`src/rtl/core/ssd_pkg.sv`:
```
package ssd_pkg;

    localparam int MaxWidth       = 1024;
    localparam int MaxDisparities = 64;
    localparam int MaxRadius      = 7;
    localparam int MaxHeight      = 1024;

    localparam logic [6:0]  DcReset  = 7'd16;
    localparam logic [2:0]  RadReset = 3'd2;
    localparam logic [10:0] WReset   = 11'd1024;
    localparam logic [10:0] HReset   = 11'd1024;

    typedef enum logic [1:0] {
        REG_DISP_COUNT = 2'd0,
        REG_RADIUS     = 2'd1,
        REG_WIDTH      = 2'd2,
        REG_HEIGHT     = 2'd3
    } t_reg_idx;

    function automatic logic [7:0] abs_diff(input logic [7:0] a, input logic [7:0] b);
        abs_diff = (a > b) ? (a - b) : (b - a);
    endfunction

endpackage

```
`src/rtl/core/ssd_cell.sv`:
```
module ssd_cell #(
    parameter int SumW = 16
) (
    input  logic            i_clk,
    input  logic            i_en,
    input  logic            i_first,
    input  logic [7:0]      i_left,
    input  logic [7:0]      i_right,
    output logic [SumW-1:0] o_acc
);

    logic [SumW-1:0] r_acc;
    logic [SumW-1:0] n_acc;

    assign n_acc = (i_first ? '0 : r_acc) + SumW'(ssd_pkg::abs_diff(i_left, i_right));

    always_ff @(posedge i_clk) begin
        if (i_en) begin
            r_acc <= n_acc;
        end
    end

    assign o_acc = r_acc;

endmodule

```
`config.mk`:
```
export PLATFORM = sky130hd
export DESIGN_NAME = ssd_cell
export DESIGN_NICKNAME = d
export VERILOG_FILES = /design/src/rtl/core/ssd_pkg.sv /design/src/rtl/core/ssd_cell.sv
export SDC_FILE = /design/constraint.sdc
export NUM_CORES = 1
export LEC_CHECK = 0
export BUFFER_PORTS_ARGS = -buffer_cell sky130_fd_sc_hd__buf_2
export CAP_MARGIN = 10
export CELL_PAD_IN_SITES_DETAIL_PLACEMENT = 0
export CELL_PAD_IN_SITES_GLOBAL_PLACEMENT = 1
export CORE_MARGIN = 2
export CORE_UTILIZATION = 42
export CTS_CLUSTER_DIAMETER = 40
export DETAILED_ROUTE_END_ITERATION = 7
export PLACE_DENSITY_LB_ADDON = 0.1
export SYNTH_ARGS = -nofsm -noshare
export SYNTH_HDL_FRONTEND = slang
export SYNTH_SLANG_ARGS = --single-unit
```
`constraint.sdc`:
```
create_clock -name i_clk -period 4 [get_ports i_clk]
set_input_delay 0.4 -clock i_clk [delete_from_list [all_inputs] [get_ports i_clk]]
set_output_delay 0.4 -clock i_clk [all_outputs]
set_load 0.02 [all_outputs]
```
==> flow_summary.yaml, run 1 <==
setup_path:
  worstSetupEndpointType: "flip-flop"
  critPathLaunchType: "input pin"
  crit_family: "compound AO/OA/AOI/OAI gates"
  path_depth: 15
  max_stage_delay_ps: 460
  reg2reg_depth: 8
  critical_path_arrival_ps: 3710
  slowest_stage: "o41ai_1"
  path_cells: "buf_2 > inv_1 > ha_1 > inv_1 > fa_1 > nand3_1 > nand2_2 > a31o_1 > mux2_4 > o221a_1 > ha_1 > and4b_1 > nor2_1 > o41ai_1 > mux2_1"
  critPathBufInv: 3
  critical_path_class: "in -> reg"
  required_ps: 4000
  crit_path_max_fanout: 7
die:
  initial_core_util: 0.436
  die_w_um: 71.5
  row_count: 24
  fp.coreArea_sq_um: 4380
  io_pins: 35
  die_y_um: 71.5
  die_area_sq_um: 5110
clock_tree:
  cts_tree: "built"
  cts_buffer_depth: 2
  clk_latency_ps: 240
  root_buffer: "clkbuf_8"
  numClockSinks: 16
  cts-resized-gates: 0
  path_clk_slew_ps: 60
  holdBufCountCts: 0
  h-tree-depth: 1
  cts_setup_buffers: 0
  cts_buffers: 3
grt:
  grt_pass1_wl_mm: 7.25
  grt_max_degree: 23
  grt_pass1_vias: 1574
  grtUsageTotal: 0.175
  antenna_found_initial: 0
  overflow: 0
detailed_routing:
  drc_errors: 0
  antenna_left: 0
  initialDrtViolationCount: 151
  dr.pass1.iters: 4
  drt-total-wl_mm: 4.19
  via_count: 1648
  wl_per_cell_um: 13.5
  routed_via_density: 5.32
placement:
  dp.cells: 306
  port_buffers: 34
  gp_congestion: 0.865
  detailed_place_hpwl_mm: 3.39
cells_and_area:
  nets: 304
  stdcell_count: 310
  final_layout_size_suffix_gt1_frac: 0.209
  regArea_sq_um: 480
  area_growth_pct: 16.3
  largest_register_ffs: 16
  multi_input_area_sq_um: 1320
  nFillCells: 435
  antenna_cells: 0
  post-route-util: 0.507
yosys:
  seq_area_frac_synth: 0.251
  ys_top_cells_by_area: "edfxtp_1, ha_1, nor2b_1"
  synth_top_area_frac: 0.251
  synth_most_common_cell: "ha_1"
  synthFlopType: "edfxtp_1"
  ys_ff_latch: 16
  synth_commonest_cells: "ha_1, inv_1, a21oi_1"
  yosysWarnings: 0
  yosysTopAreaCell: "edfxtp_1"
  synth_area_sq_um: 1910
  synth_cell_type_count: 46
  syn_inst: 217
  syn-num-nets: 262
  async_flop_share: 0
  syn_area_per_cell_sq_um: 8.82
  synth_edf_count: 16
power_and_ir_drop:
  peakVddDrop_mv: 0.258
  p_leak_nw: 1.04
  power_density_nw_per_um2: 406
  power.total_w: 0.000904
timing:
  clock.fmax_mhz: 269
  rsz0062_at_grt: "false"
  slew_violations: 0
  slew-limit-headroom: 0.722
  hold_viol_final: 0
  worstMarginPinSlew_ps: 413
  setup_tns_ps: 0
  worst_clock_skew_ps: 1.33
  fin_crit_sh: 0.928
  finalSetupViolations: 0
  period_minus_slack_ps: 3710
worst_hold_path:
  min_path_cells: 1
  hold_path_class: "in -> reg"
run:
  maxCapViolCount: 0
outcome:
  status: "complete, no violations"
-- routing by layer --
layer,GRT usage,wire (um),vias up,part of all wire
met3,0.0408,221,0,0.053
met5,0,0,-,0
met2,0.252,1660,42,0.40
met4,0.0105,0,0,0
li1,-,-,872,-
met1,0.278,2310,734,0.55
-- logic make-up (layout without fill, tap and decap cells) --
| group | count (synthesis) | count (layout) | share of synthesized area |
|---|---|---|---|
| AO/OA/AOI/OAI | 58 | 58 | 0.209 |
| XOR/XNOR | 10 | 10 | 0.0458 |
| adder cells (fa/ha/maj) | 26 | 26 | 0.182 |
| buffers and inverters | 26 | 67 | 0.0602 |
| flip-flops | 16 | 16 | 0.251 |
| multiplexers | 8 | 8 | 0.0510 |
| AND/OR/NAND/NOR | 73 | 73 | 0.201 |
-- final cells by class --
class	instances	share of cell area
flip-flops and latches	16	0.216
well taps	52	0.0292
clock inverters	1	0.00169
repair buffers	44	0.110
clock buffers	3	0.0186
multi-input cells	175	0.592
inverters	19	0.0321
-- worst paths after layout --
check	slack [ps]	endpoint	from
worst min register to register	670	o_acc[12]$_DFFE_PP_	o_acc[12]$_DFFE_PP_
worst max-delay path	290	o_acc[15]$_DFFE_PP_	i_left[0]
worst min-delay path	590	o_acc[15]$_DFFE_PP_	i_en
worst max register to register	1450	o_acc[8]$_DFFE_PP_	o_acc[0]$_DFFE_PP_
-- power by group --
group | switching, W | internal (W) | leakage [nW]
clock network | 0.0000526 | 0.0000680 | 0.0231
logic | 0.000289 | 0.000219 | 0.856
registers | 0.0000254 | 0.000250 | 0.160
-- worst register-to-register path: cells and delay by family, from the launching register on --
kind | cells | cell delay, ps
compound gates | 2 | 530
xor+xnor | 1 | 90
fa+ha+maj | 2 | 650
simple gates | 3 | 650
flops | 1 | 370
-- layout by cell type, fill, tap and decap left out, drive strengths merged, types with 3 or more instances in the layout --
cell     n
a31oi    3
o21ai    8
edfxtp  16
o21bai   3
xnor2    6
a21oi   18
nor3     8
a21o     9
clkbuf   3
nand2   14
nand3    4
nand4    4
xor2     4
fa       3
ha      23
nor2    14
a211oi   6
buf     44
inv     19
mux2     8
nor2b   16
-- through the flow --
stage               hold WS, ps  worst slack (ps)  area [sq um]
CTS                         599               251          2220
global placement            660              6.94          2180
detailed placement          664             -15.5          2180
finish                      593               289          2220
floorplan                   512               317          1910
global route                598              3.47          2220
No activity file was read; power rests on OpenSTA's default activity.
==> run 2, diff against run 1 <==
--- a/config.mk
+++ b/config.mk
@@ -10,9 +10,11 @@
 export CELL_PAD_IN_SITES_DETAIL_PLACEMENT = 0
 export CELL_PAD_IN_SITES_GLOBAL_PLACEMENT = 1
 export CORE_MARGIN = 2
-export CORE_UTILIZATION = 42
+export CORE_UTILIZATION = 40
 export CTS_CLUSTER_DIAMETER = 40
+export CTS_CLUSTER_SIZE = 12
 export DETAILED_ROUTE_END_ITERATION = 7
+export GPL_TIMING_DRIVEN = 0
 export PLACE_DENSITY_LB_ADDON = 0.1
 export SYNTH_ARGS = -nofsm -noshare
 export SYNTH_HDL_FRONTEND = slang
==> run 2 against run 1 <==
Die area grew 4.7%; hold slack lost 1.3 ps; non-clock buffer count shrank 1; clock power grew 3%; register-to-register slack gained 30 ps; sequential power is essentially flat; sequential cell count is the same; sequential share of layout area is the same; global-route usage shrank 1.2 points; critical path type unchanged.
==> flow_summary.yaml, run 2 (synthesized netlist as in run 1, its figures left out) <==
outcome:
  status: "complete, no violations"
setup_path:
  required_ps: 4000
  critPathBufInv: 4
  crit_path_max_fanout: 10
  critical_path_class: "in -> reg"
  max_stage_delay_ps: 420
  slowest_stage: "fa_1"
  critical_path_arrival_ps: 3800
  worstSetupEndpointType: "flip-flop"
  critPathLaunchType: "input pin"
  crit_family: "adder cells"
  path_cells: "buf_2 > inv_1 > ha_1 > inv_1 > fa_1 > nand3_1 > nand2_2 > a31o_1 > buf_6 > mux2_4 > o221a_1 > ha_1 > and4b_1 > nor2_1 > o41ai_1 > mux2_1"
clock_tree:
  cts_tree: "built"
  numClockSinks: 16
  h-tree-depth: 1
  root_buffer: "clkbuf_8"
  cts_buffer_depth: 2
  holdBufCountCts: 0
  clk_latency_ps: 250
  path_clk_slew_ps: 70
  cts_buffers: 3
power_and_ir_drop:
  p_leak_nw: 1.03
  power.total_w: 0.000910
  peakVddDrop_mv: 0.268
  power_density_nw_per_um2: 409
detailed_routing:
  drc_errors: 0
  initialDrtViolationCount: 73
  routed_via_density: 5.35
  antenna_left: 0
  dr.pass1.iters: 4
  wl_per_cell_um: 13.7
  via_count: 1665
  drt-total-wl_mm: 4.25
timing:
  worst_clock_skew_ps: 4.12
  fin_crit_sh: 0.950
  worstMarginPinSlew_ps: 479
  hold_viol_final: 0
  finalSetupViolations: 0
  slew_violations: 0
  clock.fmax_mhz: 263
  period_minus_slack_ps: 3800
  slew-limit-headroom: 0.681
  rsz0062_at_grt: "false"
cells_and_area:
  stdcell_count: 311
  antenna_cells: 0
  multi_input_area_sq_um: 1330
  final_common_cell: "buf_2"
  layout_common_cells: "buf_2, ha_1, inv_1"
  area_growth_pct: 16.3
  nets: 303
  regArea_sq_um: 480
  largest_register_ffs: 16
  nFillCells: 478
  final_layout_size_suffix_gt1_frac: 0.198
grt:
  grtUsageTotal: 0.163
  overflow: 0
  grt_pass1_vias: 1559
  grt_max_degree: 17
  antenna_found_initial: 0
  grt_pass1_wl_mm: 6.93
die:
  io_pins: 35
  fp.coreArea_sq_um: 4660
  die_area_sq_um: 5350
  die_w_um: 73.2
  row_count: 25
  die_y_um: 73.2
  initial_core_util: 0.410
placement:
  gp_congestion: 0.829
  dp.cells: 305
  detailed_place_hpwl_mm: 3.42
  port_buffers: 34
worst_hold_path:
  hold_path_class: "in -> reg"
run:
  maxCapViolCount: 0
==> run 2: cell count changes in the layout (fill, tap and decap cells not counted), sizes merged <==
cell    delta
clkbuf     +3
buf        -4
==> run 2: per-layer routing <==
metal  share of wire  GRT usage  vias to the layer above  wire (um)
li1                -          -                      870          -
met1            0.47      0.212                      759       2020
met3           0.026    0.00829                        4        109
met4          0.0078     0.0432                        0         33
met5               0          0                        -          0
met2            0.49      0.291                       32       2090
==> run 2: worst reg2reg max path: stages, from the launching register on <==
cell      delay [ps]
edfxtp_1         380
nor2b_1          140
ha_1             230
fa_1             440
a211oi_2         270
nor3_1           130
or3_1            370
a21oi_1          210
xnor2_1           90
==> run 2: power by group <==
part	total, W	internal [W]	leakage, nW	switching [W]
sequential	0.000274	0.000250	0.160	0.0000242
combinational	0.000511	0.000218	0.843	0.000293
clock	0.000125	0.0000681	0.0231	0.0000569
total	0.000910	0.000536	1.03	0.000374
==> run 2: path summary, 6_finish.rpt <==
| check | start | end | slack, ps | cells after the start |
|---|---|---|---|---|
| worst max-delay path | i_left[0] | o_acc[15]$_DFFE_PP_ | 200 | 16 |
| worst min-delay path | i_first | o_acc[14]$_DFFE_PP_ | 590 | 3 |
| worst max register to register | o_acc[0]$_DFFE_PP_ | o_acc[8]$_DFFE_PP_ | 1480 | 8 |
| worst min register to register | o_acc[12]$_DFFE_PP_ | o_acc[12]$_DFFE_PP_ | 690 | 2 |
==> run 2: through the flow <==
step	util	area (sq um)	setup WS (ps)	hold slack, ps	TNS (ps)
3_3_place_gp	0.461	2150	-319	664	-922
5_1_grt	0.477	2220	12.2	614	0
6_report	0.477	2220	199	592	0
3_5_place_dp	0.461	2150	-307	675	-923
4_1_cts	0.473	2200	90.7	594	0
2_1_floorplan	-	1910	317	512	0
==> run 2: cell type report <==
| class | instances | area share |
|---|---|---|
| inverters | 19 | 0.0321 |
| clock buffers | 3 | 0.0186 |
| plain buffers | 7 | 0.0197 |
| well taps | 54 | 0.0304 |
| repair buffers | 36 | 0.0832 |
| flip-flops and latches | 16 | 0.216 |
| multi-input cells | 175 | 0.598 |
| clock inverters | 1 | 0.00169 |
==> run 2: repair_timing <==
item	4_1_cts	5_1_grt
endpoints found under the setup margin	1	2
pin swaps	0	1
buffers inserted	0	2
resized for setup	1	1
